**config.mk**
```make
export PLATFORM = sky130hd
export DESIGN_NAME = lhp_div
export DESIGN_NICKNAME = d
export VERILOG_FILES = /design/src/rtl/lhp_pkg.sv /design/src/rtl/lhp_div.sv
export SDC_FILE = /design/constraint.sdc
export NUM_CORES = 1
export LEC_CHECK = 0
export BUFFER_PORTS_ARGS = -buffer_cell sky130_fd_sc_hd__buf_2
export CAP_MARGIN = 0
export CORE_AREA = 3 3 133 135
export DETAILED_ROUTE_END_ITERATION = 8
export DIE_AREA = 0 0 136 138
export MAX_ROUTING_LAYER = met4
export PLACE_DENSITY_LB_ADDON = 0.3
export SLEW_MARGIN = 20
export SYNTH_ARGS = -nofsm -noshare
export SYNTH_HDL_FRONTEND = slang
export SYNTH_SLANG_ARGS = --single-unit
```
**constraint.sdc**
```tcl
create_clock -name clk_i -period 2.54 [get_ports clk_i]
set_input_delay 0.127 -clock clk_i [delete_from_list [all_inputs] [get_ports clk_i]]
set_output_delay 0.127 -clock clk_i [all_outputs]
set_load 0.02 [all_outputs]
```
**src/rtl/lhp_pkg.sv**
```systemverilog
package lhp_pkg;

  // Histogram geometry
  localparam int unsigned BUCKET_COUNT = 4096;
  localparam int unsigned BKT_SHIFT    = 10;
  localparam int unsigned IDX_W        = $clog2(BUCKET_COUNT);
  localparam int unsigned COUNT_W      = 32;

  // Field widths
  localparam int unsigned LAT_W  = 64;
  localparam int unsigned SAMP_W = 32;
  localparam int unsigned TICK_W = 22;
  localparam int unsigned OUTL_W = 32;

  // Histogram total never exceeds BUCKET_COUNT * (2^COUNT_W - 1)
  localparam int unsigned TOT_W  = COUNT_W + IDX_W;
  // Ratio factors fit in 10 bits (largest is 1000)
  localparam int unsigned FAC_W  = 10;
  localparam int unsigned PROD_W = TOT_W + FAC_W;

  // Percentile selector: 50%, 99%, 99.9%, then all found
  localparam int unsigned NUM_PCT = 3;
  typedef logic [1:0] pct_t;
  localparam pct_t PCT_P50  = 2'd0;
  localparam pct_t PCT_P99  = 2'd1;
  localparam pct_t PCT_P999 = 2'd2;
  localparam pct_t PCT_DONE = 2'd3;

  typedef enum logic [3:0] {
    ST_CLEAR,
    ST_IDLE,
    ST_REC_WR,
    ST_SUM,
    ST_SUM_LAST,
    ST_THR,
    ST_SCAN_RD,
    ST_SCAN_ACC,
    ST_SCAN_MUL,
    ST_SCAN_CMP,
    ST_DONE
  } state_e;

  // Share numerator of each percentile
  function automatic logic [FAC_W-1:0] pct_num(pct_t k);
    logic [FAC_W-1:0] r;
    case (k)
      PCT_P50: r = FAC_W'(1);
      PCT_P99: r = FAC_W'(99);
      default: r = FAC_W'(999);
    endcase
    return r;
  endfunction

  // Share denominator of each percentile
  function automatic logic [FAC_W-1:0] pct_den(pct_t k);
    logic [FAC_W-1:0] r;
    case (k)
      PCT_P50: r = FAC_W'(2);
      PCT_P99: r = FAC_W'(100);
      default: r = FAC_W'(1000);
    endcase
    return r;
  endfunction

endpackage

```
**src/rtl/lhp_div.sv**
```systemverilog
module lhp_div (
  input  logic                       clk_i,
  input  logic                       rst_ni,
  input  logic                       start_i,
  input  logic [lhp_pkg::LAT_W-1:0]  dividend_i,
  input  logic [lhp_pkg::SAMP_W-1:0] divisor_i,
  output logic                       done_o,
  output logic [lhp_pkg::LAT_W-1:0]  quotient_o
);

  localparam int unsigned CNT_W = $clog2(lhp_pkg::LAT_W + 1);

  logic [lhp_pkg::LAT_W-1:0]  quo_q, quo_d;
  logic [lhp_pkg::SAMP_W-1:0] rem_q, rem_d;
  logic [lhp_pkg::SAMP_W-1:0] dvs_q;
  logic [CNT_W-1:0]           cnt_q, cnt_d;
  logic                       busy_q, busy_d;
  logic                       done_q, done_d;
  logic [lhp_pkg::SAMP_W:0]   rem_sh;
  logic [lhp_pkg::SAMP_W:0]   rem_sub;
  logic                       ge;

  // One restoring step: shift in the next dividend bit, subtract if it fits
  always_comb begin
    rem_sh  = {rem_q, quo_q[lhp_pkg::LAT_W-1]};
    rem_sub = rem_sh - {1'b0, dvs_q};
    ge      = (rem_sh >= {1'b0, dvs_q});
    rem_d   = rem_q;
    quo_d   = quo_q;
    cnt_d   = cnt_q;
    busy_d  = busy_q;
    done_d  = done_q;
    if (start_i) begin
      rem_d  = '0;
      quo_d  = dividend_i;
      cnt_d  = CNT_W'(lhp_pkg::LAT_W);
      busy_d = 1'b1;
      done_d = 1'b0;
    end else if (busy_q) begin
      rem_d = ge ? rem_sub[lhp_pkg::SAMP_W-1:0] : rem_sh[lhp_pkg::SAMP_W-1:0];
      quo_d = {quo_q[lhp_pkg::LAT_W-2:0], ge};
      cnt_d = cnt_q - CNT_W'(1);
      if (cnt_q == CNT_W'(1)) begin
        busy_d = 1'b0;
        done_d = 1'b1;
      end
    end
  end

  // Control state
  always_ff @(posedge clk_i or negedge rst_ni) begin
    if (!rst_ni) begin
      busy_q <= 1'b0;
      done_q <= 1'b0;
      cnt_q  <= '0;
    end else begin
      busy_q <= busy_d;
      done_q <= done_d;
      cnt_q  <= cnt_d;
    end
  end

  // Datapath
  always_ff @(posedge clk_i) begin
    rem_q <= rem_d;
    quo_q <= quo_d;
    if (start_i) begin
      dvs_q <= divisor_i;
    end
  end

  assign done_o     = done_q;
  assign quotient_o = quo_q;

endmodule

```
== Word-level counts from Yosys, hierarchy flattened ==
Index checks and enable logic that the tools add are counted.

* Memories: 0
* Memory bits (writable): 0
* Logic and storage cells: 24
* Bits in read-only memories: 0
* Latch bits: 0
* Input bits: 99
* Register bits after elaboration: 137
* Output and inout port bits: 65

* Divide/modulo/power cells: 0
* $add $sub $neg: 2
* Multipliers: 0
* Shift-type cells: 0
* Muxes and demuxes: 11
* Magnitude comparators: 1
* Bitwise gates (word level): 0
* Reduce and logical (&&, ||, !) cells: 3
* Equal/unequal tests: 1

{| class="wikitable"
|+ Operators with widths
! cell !! number
|-
| $mux 64 || 2
|-
| $ge 33x32->1 || 1
|-
| $mux 32 || 1
|-
| $sub 32x32->32 || 1
|-
| $mux 7 || 2
|-
| $eq 7x1->1 const B || 1
|-
| $sub 7x1->7 const B || 1
|-
| $mux 1 || 6
|-
| $reduce_bool 2->1 || 2
|-
| $reduce_and 2->1 || 1
|}

== Logic depth before layout (Yosys ltp) ==
Gate-level depths: netlist of the first run.

* Depth in word-level cells: 4
* Mapped depth: 13
* Gate-level depth less buffers: 11

== Least setup slack after synthesis of the first run ==
Ideal clock, no wire load.

* Path type: reg2reg
* Start point: reg quo_q, in the netlist quotient_o[63]
* End point: reg rem_q[27] in the netlist's numbering
* Clock period less this slack: 2.615 ns
* Cell stages (with the launch flop): 13
* Library setup time: 0.125 ns
* Slack: -0.075 ns
* Arrival time: 2.490 ns
* Buffers on the path: 2
* Data required time: 2.415 ns
* Path through: edfxtp_1 > inv_1 > ha_1 > nand2b_1 > a211o_1 > a311o_1 > o2111ai_1 > nand4_1 > and2_1 > buf_6 > buf_8 > a32oi_1 > o31ai_1

* Longest elaborated chain between the ends: 2
* Elaborated cells on any way between the ends: 3
* Classes of those cells: add/sub: 1; order compare: 1; mux: 1

{| class="wikitable"
|+ RTL lines
! element !! RTL line !! source
|-
| start, declared || lhp_div.sv:13 || <nowiki>logic [lhp_pkg::LAT_W-1:0] quo_q, quo_d;</nowiki>
|-
| start signal, assigned || lhp_div.sv:66 || <nowiki>quo_q <= quo_d;</nowiki>
|-
| $sub 32x32->32 or $ge 33x32->1 (tied branches) || lhp_div.sv:26, lhp_div.sv:27 ||
|-
| $mux 32 * || lhp_div.sv:40 || <nowiki>rem_d = ge ? rem_sub[lhp_pkg::SAMP_W-1:0] : rem_sh[lhp_pkg::SAMP_W-1:0];</nowiki>
|-
| end signal, assigned || lhp_div.sv:65 || <nowiki>rem_q <= rem_d;</nowiki>
|-
| end, declared || lhp_div.sv:14 || <nowiki>logic [lhp_pkg::SAMP_W-1:0] rem_q, rem_d;</nowiki>
|}

Mark *: on every way between the ends. The rest lies on a longest branch, timed or not.
A chain may end at the register's enable or synchronous reset.

== Final worst setup path of the first run ==
* Start point: reg dvs_q[1] in the netlist's numbering
* End point: reg rem_q[9] in the netlist's numbering

* Longest elaborated chain between the ends: 2
* Elaborated cells on any way between the ends: 3
* Classes of those cells: add/sub: 1; order compare: 1; mux: 1

{| class="wikitable"
|+ RTL lines
! element !! RTL line !! source
|-
| start, declared || lhp_div.sv:15 || <nowiki>logic [lhp_pkg::SAMP_W-1:0] dvs_q;</nowiki>
|-
| start signal, assigned || lhp_div.sv:68 || <nowiki>dvs_q <= divisor_i;</nowiki>
|-
| $sub 32x32->32 or $ge 33x32->1 (tied branches) || lhp_div.sv:26, lhp_div.sv:27 ||
|-
| $mux 32 * || lhp_div.sv:40 ||
|}

Marks and branches as above.

==> results.tsv, run 1 <==
stage	metric	value	unit
cells_and_area	drive_gt1_share	41.4	%
floorplanning	die_h	138	µm
global_route	grt_pass1_wl	33.1	mm
synthesis	synthArstFlopShare	6.57	%
cts	clock-sinks	137	
floorplanning	die-area	18800	µm²
floorplanning	ios	164	
cells_and_area	area_growth	47.2	%
synthesis	yosysSeqAreaShare	50.1	%
critical_path	worstSetupStartpointType	flop	
synthesis	synth_seq_cells	137	
synthesis	synth_edf_count	96	
job	max_cap_violations	0	
timing	maxClockFrequency	376	MHz
synthesis	synth_top_area_share	38.5	%
pwr	leakagePower	4.79	nW
timing	maxSlewViolCount	0	
hold_path	hold_start	dividend_i[41]	
drt	via_per_inst	5.32	
timing	fin_ws	-0.119	ns
global_route	grt_max_degree	65	
cts	root_buffer	clkbuf_16	
hold_path	hold_path_depth	2	
drt	dr.pass1.iters	5	
drt	avgRoutedWirePerCell	17.1	µm
synthesis	synthesis.area	7480	µm²
critical_path	max_stage_delay	0.37	ns
global_route	antenna_found_initial	0	
floorplanning	start_util	45.1	%
floorplanning	core	16600	µm²
drt	met3_length	1.37	mm
pwr	power.density	648	nW/µm²
pwr	ir_drop	0.486	mV
placement	dp_cells	1125	
drt	wl_met2	10.4	mm
critical_path	critPathMaxFanout	9	
cts	htreeDepth	4	
cts	clk_pin_slew_worst_paths	0.06	ns
synthesis	syn-instance-count	694	
global_route	grt_use_total	22.7	%
placement	gp_congestion	0.894	
floorplanning	fp.dieW	136	µm
drt	remaining_drc_errors	0	
drt	antenna_left	0	
cells_and_area	final_cell_area	11000	µm²
synthesis	netlist_top_cells_count	edfxtp_1, nand2_1, mux2_2, nor2_1, inv_1	
outcome	violations	setup timing	
timing	setup_viol	23	
global_route	grt_pass1_vias	6608	
synthesis	synth.area.top_cells	edfxtp_1, mux2_2, dfxtp_1, ha_1, nand2_1	
drt	dr_total_vias	6633	
drt	top_layer	met4	
critical_path	timing_worst_setup_path_type	flop to flop	
cts	cts_tree	done	
timing	min_period	2.66	ns
timing	worst_slew_pin_slew	0.746	ns
synthesis	synth_cell_type_count	66	
timing	timing.hold.ws	0.0172	ns
cts	numCtsBuffers	17	
cts	clk_path_buf_depth	2	
timing	relSlewSlack	50.2	%
synthesis	yosysWarnings	0	
hold_path	hold_path_class	primary input to flop	
synthesis	yosysMostFrequentCell	edfxtp_1	
synthesis	synth_nets	828	
placement	dpl_cell_area	9090	µm²
critical_path	cp_data_required_time	2.82	ns
drt	drt-total-wl	21.3	mm
timing	rsz0062_at_grt	yes	
cells_and_area	fin_cells	1246	
cts	clk_latency	0.43	ns
timing	clock_skew	0.0253	ns
timing	min_period_over_period	105	%
critical_path	startpoint	dvs_q[1]	
synthesis	avgSynthCellArea	10.8	µm²
drt	met1_length	9.17	mm
cells_and_area	final_core_util	66.4	%
critical_path	path_cells	inv_2 -> ha_4 -> nand2b_4 -> a211o_1 -> a311o_1 -> o2111ai_2 -> nand4_1 -> and2_4 -> buf_4 -> nor4_2 -> nor3_1	
placement	port_buffers	163	
timing	finalHoldViolations	0	
critical_path	crit_slowest_cell	edfxtp_1	
placement	dpl.hpwl	14.1	mm
drt	drtIter0Drc	351	
critical_path	reg2regPathDepth	11	
critical_path	arrival	2.94	ns
critical_path	end_kind	flop	
outcome	status	finished with violations	
global_route	grt-ovfl-total	0	
cells_and_area	nets	1148	
floorplanning	rows	47	
critical_path	reg2reg_from	dvs_q[1]	
cells_and_area	antenna_cells	0	
synthesis	yosysTopAreaCell	edfxtp_1	
synthesis	synth-main-ff-cell	edfxtp_1	
==> layout make-up <==
cell class / instances / area [µm²]
fill: 1334 / 5570
multi-input combinational: 473 / 3750
tap: 220 / 275
sequential: 137 / 3750
clock inverter: 14 / 148
clock buffer: 17 / 425
timing repair buffer: 338 / 2480
inverter: 47 / 180
==> where the power goes <==
group          total [mW]  internal, mW  switching, mW  leakage [nW]
Sequential           2.86          2.70          0.165          1.36
Combinational        1.84         0.861          0.981          3.16
Clock                2.43          1.44          0.985         0.271
Total                7.13          5.00           2.13          4.79
==> registers in the layout, summed over array words and instances, names as in the netlist <==
| register | count |
|---|---|
| quotient_o | 64 |
| dvs_q | 32 |
| rem_q | 32 |
| cnt_q | 7 |
| busy_q | 1 |
| done_o | 1 |
==> cells by family after synthesis <==
| logic type | count (synthesis) | synth area share [%] |
|---|---|---|
| adder cells (fa/ha/maj) | 35 | 5.96 |
| AO/OA/AOI/OAI | 153 | 14.1 |
| flip-flops | 137 | 50.1 |
| XOR/XNOR | 31 | 3.63 |
| buffers and inverters | 84 | 4.93 |
| AND/OR/NAND/NOR | 189 | 11.5 |
| multiplexers | 65 | 9.77 |
==> routing by layer <==
layer,vias up,track usage (%)
li1,3206,-
met1,3154,29.0
met2,236,36.1
met3,37,5.60
met4,0,6.15
met5,-,-
==> path summary, 6_finish.rpt <==
| path | endpoint | slack [ns] |
|---|---|---|
| hold / removal | quotient_o[41] | 0.02 |
| hold reg to reg | done_o | 0.49 |
| max in group asynchronous | cnt_q[1] | 2.27 |
| setup / recovery | rem_q[9] | -0.12 |
| min in group asynchronous | cnt_q[5] | 0.09 |
| setup reg to reg | rem_q[9] | -0.12 |
==> worst max-delay path: cells and delay by family, from the launching register on <==
| family | cells | cell delay, ns |
|---|---|---|
| AO/OA/AOI/OAI | 3 | 0.86 |
| adder cells (fa/ha/maj) | 1 | 0.27 |
| buffers and inverters | 2 | 0.24 |
| flip-flops | 1 | 0.37 |
| AND/OR/NAND/NOR | 5 | 0.78 |
==> repair_timing <==
item	in CTS	in global routing
gates resized for setup	12	73
cloned	0	4
hold buffers	80	0
setup endpoints to repair	26	33
pin swaps	3	39
endpoints found under the hold margin	88	0
buffers inserted	1	5
==> cell usage in the layout, fill, tap and decap left out, types with 4 or more instances in the layout <==
cell type / netlist / layout
o21a_1: 7 / 7
nor2_1: 51 / 50
dfrtp_1: 9 / 9
nand2b_1: 8 / 6
dfxtp_1: 32 / 32
nand2_1: 69 / 57
a21oi_1: 35 / 27
nand4_1: 10 / 10
nand3_1: 16 / 14
xor2_1: 9 / 8
o21ai_0: 23 / 15
a21oi_2: 0 / 7
a21o_1: 9 / 9
a32oi_1: 8 / 8
a211oi_1: 6 / 4
and3_1: 4 / 4
o21bai_1: 5 / 5
mux2_2: 64 / 64
dlygate4sd3_1: 0 / 80
inv_1: 47 / 45
buf_4: 2 / 84
buf_12: 0 / 5
nand2_2: 1 / 9
a311oi_1: 18 / 7
o21ai_1: 6 / 11
clkinvlp_4: 0 / 4
clkbuf_16: 0 / 21
xnor2_1: 22 / 20
nor3_1: 11 / 10
a311oi_2: 0 / 11
edfxtp_1: 96 / 96
ha_1: 34 / 29
o31ai_1: 5 / 5
buf_2: 6 / 162
==> stage by stage <==
stage / TNS, ns / setup WS (ns) / power (mW)
4_1_cts: -0.0617 / -0.0274 / 7.04
2_1_floorplan: 0 / 0.00555 / 3.87
3_5_place_dp: -1.01 / -0.163 / 4.48
6_report: -0.884 / -0.119 / 7.13
3_3_place_gp: -0.145 / -0.0723 / 4.46
5_1_grt: -3.12 / -0.175 / 7.45
(Power assumes the default switching activity.)
==> run 2, diff against run 1 <==
--- a/config.mk
+++ b/config.mk
@@ -7,9 +7,11 @@
 export LEC_CHECK = 0
 export BUFFER_PORTS_ARGS = -buffer_cell sky130_fd_sc_hd__buf_2
 export CAP_MARGIN = 0
-export CORE_AREA = 3 3 133 135
+export CELL_PAD_IN_SITES_DETAIL_PLACEMENT = 0
+export CELL_PAD_IN_SITES_GLOBAL_PLACEMENT = 1
+export CORE_AREA = 3 3 143 145
 export DETAILED_ROUTE_END_ITERATION = 8
-export DIE_AREA = 0 0 136 138
+export DIE_AREA = 0 0 146 148
 export MAX_ROUTING_LAYER = met4
 export PLACE_DENSITY_LB_ADDON = 0.3
 export SLEW_MARGIN = 20
==> run 2 against run 1 <==
Against the previous run: the run now ends clean; combinational power hardly changed; register-to-register slack improved by 0.13 ns; sequential cell count unchanged; core utilization fell by 9.4 points; first-iteration DRC count down 7.1%; sequential power is essentially flat; die area is 15% higher; critical path type unchanged.
==> results.tsv, run 2 (synthesis results as in run 1) <==
stage	metric	value	unit
pwr	power	7.20	mW
placement	dpl.hpwl	14.4	mm
floorplanning	core	19300	µm²
floorplanning	start_util	38.7	%
hold_path	hold_end	quotient_o[11]	
cts	numCtsBuffers	17	
timing	maxClockFrequency	395	MHz
timing	min_period	2.53	ns
cells_and_area	final_core_util	57.0	%
timing	relSlewSlack	60.2	%
drt	dr_total_vias	6524	
cts	clk_latency	0.43	ns
critical_path	critPathMaxFanout	8	
critical_path	r2r_slack	0.007	ns
cells_and_area	largest_reg_flops	64	
critical_path	reg2reg_from	dvs_q[1]	
timing	rsz0062_at_grt	yes	
critical_path	reg2regPathDepth	12	
drt	avgRoutedWirePerCell	16.2	µm
timing	worst_slew_pin_slew	0.596	ns
timing	setup_viol	0	
drt	antenna_left	0	
cells_and_area	area_growth	47.2	%
pwr	power.switching	2.22	mW
placement	dp_slack	-0.158	ns
cts	htreeDepth	4	
drt	via_per_inst	4.99	
cells_and_area	antenna_cells	0	
timing	clock_skew	0.0122	ns
pwr	ir_drop	0.437	mV
pwr	p_seq_share	39.5	%
pwr	switching_share	30.8	%
drt	dr.pass1.iters	5	
cts	root_buffer	clkbuf_16	
floorplanning	die_h	148	µm
floorplanning	rows	51	
timing	maxSlewViolCount	0	
placement	gp_congestion	0.869	
global_route	grt_pass1_wl	33.9	mm
pwr	power.density	654	nW/µm²
global_route	grt-ovfl-total	0	
hold_path	hold_path_class	primary input to flop	
timing	fin_ws	0.00669	ns
global_route	grt_pass1_vias	6874	
floorplanning	ios	164	
cells_and_area	nets	1163	
critical_path	crit_slowest_cell	edfxtp_1	
cts	clk_pin_slew_worst_paths	0.07	ns
drt	drtIter0Drc	326	
floorplanning	fp.dieW	146	µm
floorplanning	die-area	21600	µm²
critical_path	path_cells	inv_2 -> ha_4 -> nand2b_4 -> a211o_1 -> a311o_1 -> o2111ai_2 -> nand4_1 -> and2_4 -> buf_12 -> buf_6 -> a32oi_1 -> o21ai_1	
pwr	p_comb_share	25.3	%
placement	port_buffers	163	
critical_path	timing_worst_setup_path_type	flop to flop	
pwr	clkPwrFrac	35.1	%
pwr	leakagePower	4.79	nW
cells_and_area	drive_gt1_share	39.2	%
critical_path	worstSetupStartpointType	flop	
drt	drt-total-wl	21.2	mm
outcome	status	complete, no violations	
critical_path	cp_data_required_time	2.84	ns
critical_path	startpoint	dvs_q[1]	
hold_path	hold_path_depth	2	
critical_path	arrival	2.83	ns
pwr	p_int	4.99	mW
cts	clk_path_buf_depth	2	
global_route	antenna_found_initial	0	
global_route	grt_use_total	19.9	%
drt	remaining_drc_errors	0	
cells_and_area	final_cell_mix	buf_2, edfxtp_1, buf_4, dlygate4sd3_1, nand2_1	
global_route	grt_max_degree	65	
hold_path	hold_start	dividend_i[11]	
critical_path	max_stage_delay	0.36	ns
timing	setup_tns	0	ns
critical_path	worstReg2RegEnd	rem_q[30]	
cts	clock-sinks	137	
job	max_cap_violations	0	
cells_and_area	layout_commonest_cell	buf_2	
cts	cts_tree	done	
timing	finalHoldViolations	0	
timing	min_period_over_period	99.7	%
critical_path	end_kind	flop	
==> run 2: cell count changes in the layout (fill, tap and decap cells not counted), moves of 6 or more <==
cell,delta
buf_4,+10
nand2_1,+10
a311oi_1,+9
a311oi_2,-9
dlygate4sd3_1,+7
nand2_2,-6
==> run 2: how the worst max path moves through the flow <==
stage / end / slack, ns
floorplan: quotient_o[0] / 0.006
global placement: rem_q[28] / -0.13
detailed placement: rem_q[26] / -0.16
CTS: rem_q[30] / -0.01
global route: rem_q[30] / -0.13
finish: rem_q[30] / 0.007
==> run 2: metrics by stage <==
stage | hold WS, ns | instances | area (µm²)
4_1_cts | 0.00112 | 1301 | 10800
3_3_place_gp | -0.00721 | 1184 | 9250
6_report | 0.0174 | 1307 | 11000
3_5_place_dp | -0.00782 | 1184 | 9250
2_1_floorplan | -0.169 | 694 | 7490
5_1_grt | 0.000595 | 1307 | 11000
==> run 2: power by group through the flow <==
stage	sequential, mW	combinational, mW	clock [mW]
after floorplan	3.05	0.815	0
after global placement	2.88	1.63	0
after detailed placement	2.89	1.64	0
after CTS	2.85	1.77	2.59
after global routing	2.89	1.99	2.68
final	2.85	1.82	2.53
==> run 2: what timing repair did <==
action / 4_1_cts / 5_1_grt
setup endpoints to repair: 24 / 33
cloned: 0 / 3
hold endpoints to repair: 93 / 2
hold buffers: 85 / 2
gates resized for setup: 17 / 35
pin swaps: 1 / 21
buffers inserted: 0 / 1
==> run 2: per-layer routing <==
| metal | routed length (µm) | vias to the layer above | track usage, % |
|---|---|---|---|
| met4 | 292 | 0 | 4.61 |
| met3 | 1030 | 18 | 4.81 |
| li1 | - | 3237 | - |
| met1 | 9610 | 3099 | 24.8 |
| met5 | 0 | - | - |
| met2 | 10300 | 170 | 33.0 |
==> run 2: cell type report <==
cell class	instances	area, µm²
fill	1673	8320
inverter	47	180
clock buffer	17	425
tap	265	332
timing repair buffer	353	2570
multi-input combinational	473	3580
sequential	137	3750
clock inverter	15	175
==> run 2: worst max-delay path: cells and delay by family (launching register included) <==
family          cells  cell delay, ns
compound gates      5            1.07
fa+ha+maj           1            0.27
buf+inv             3            0.32
flops               1            0.36
simple gates        3            0.38
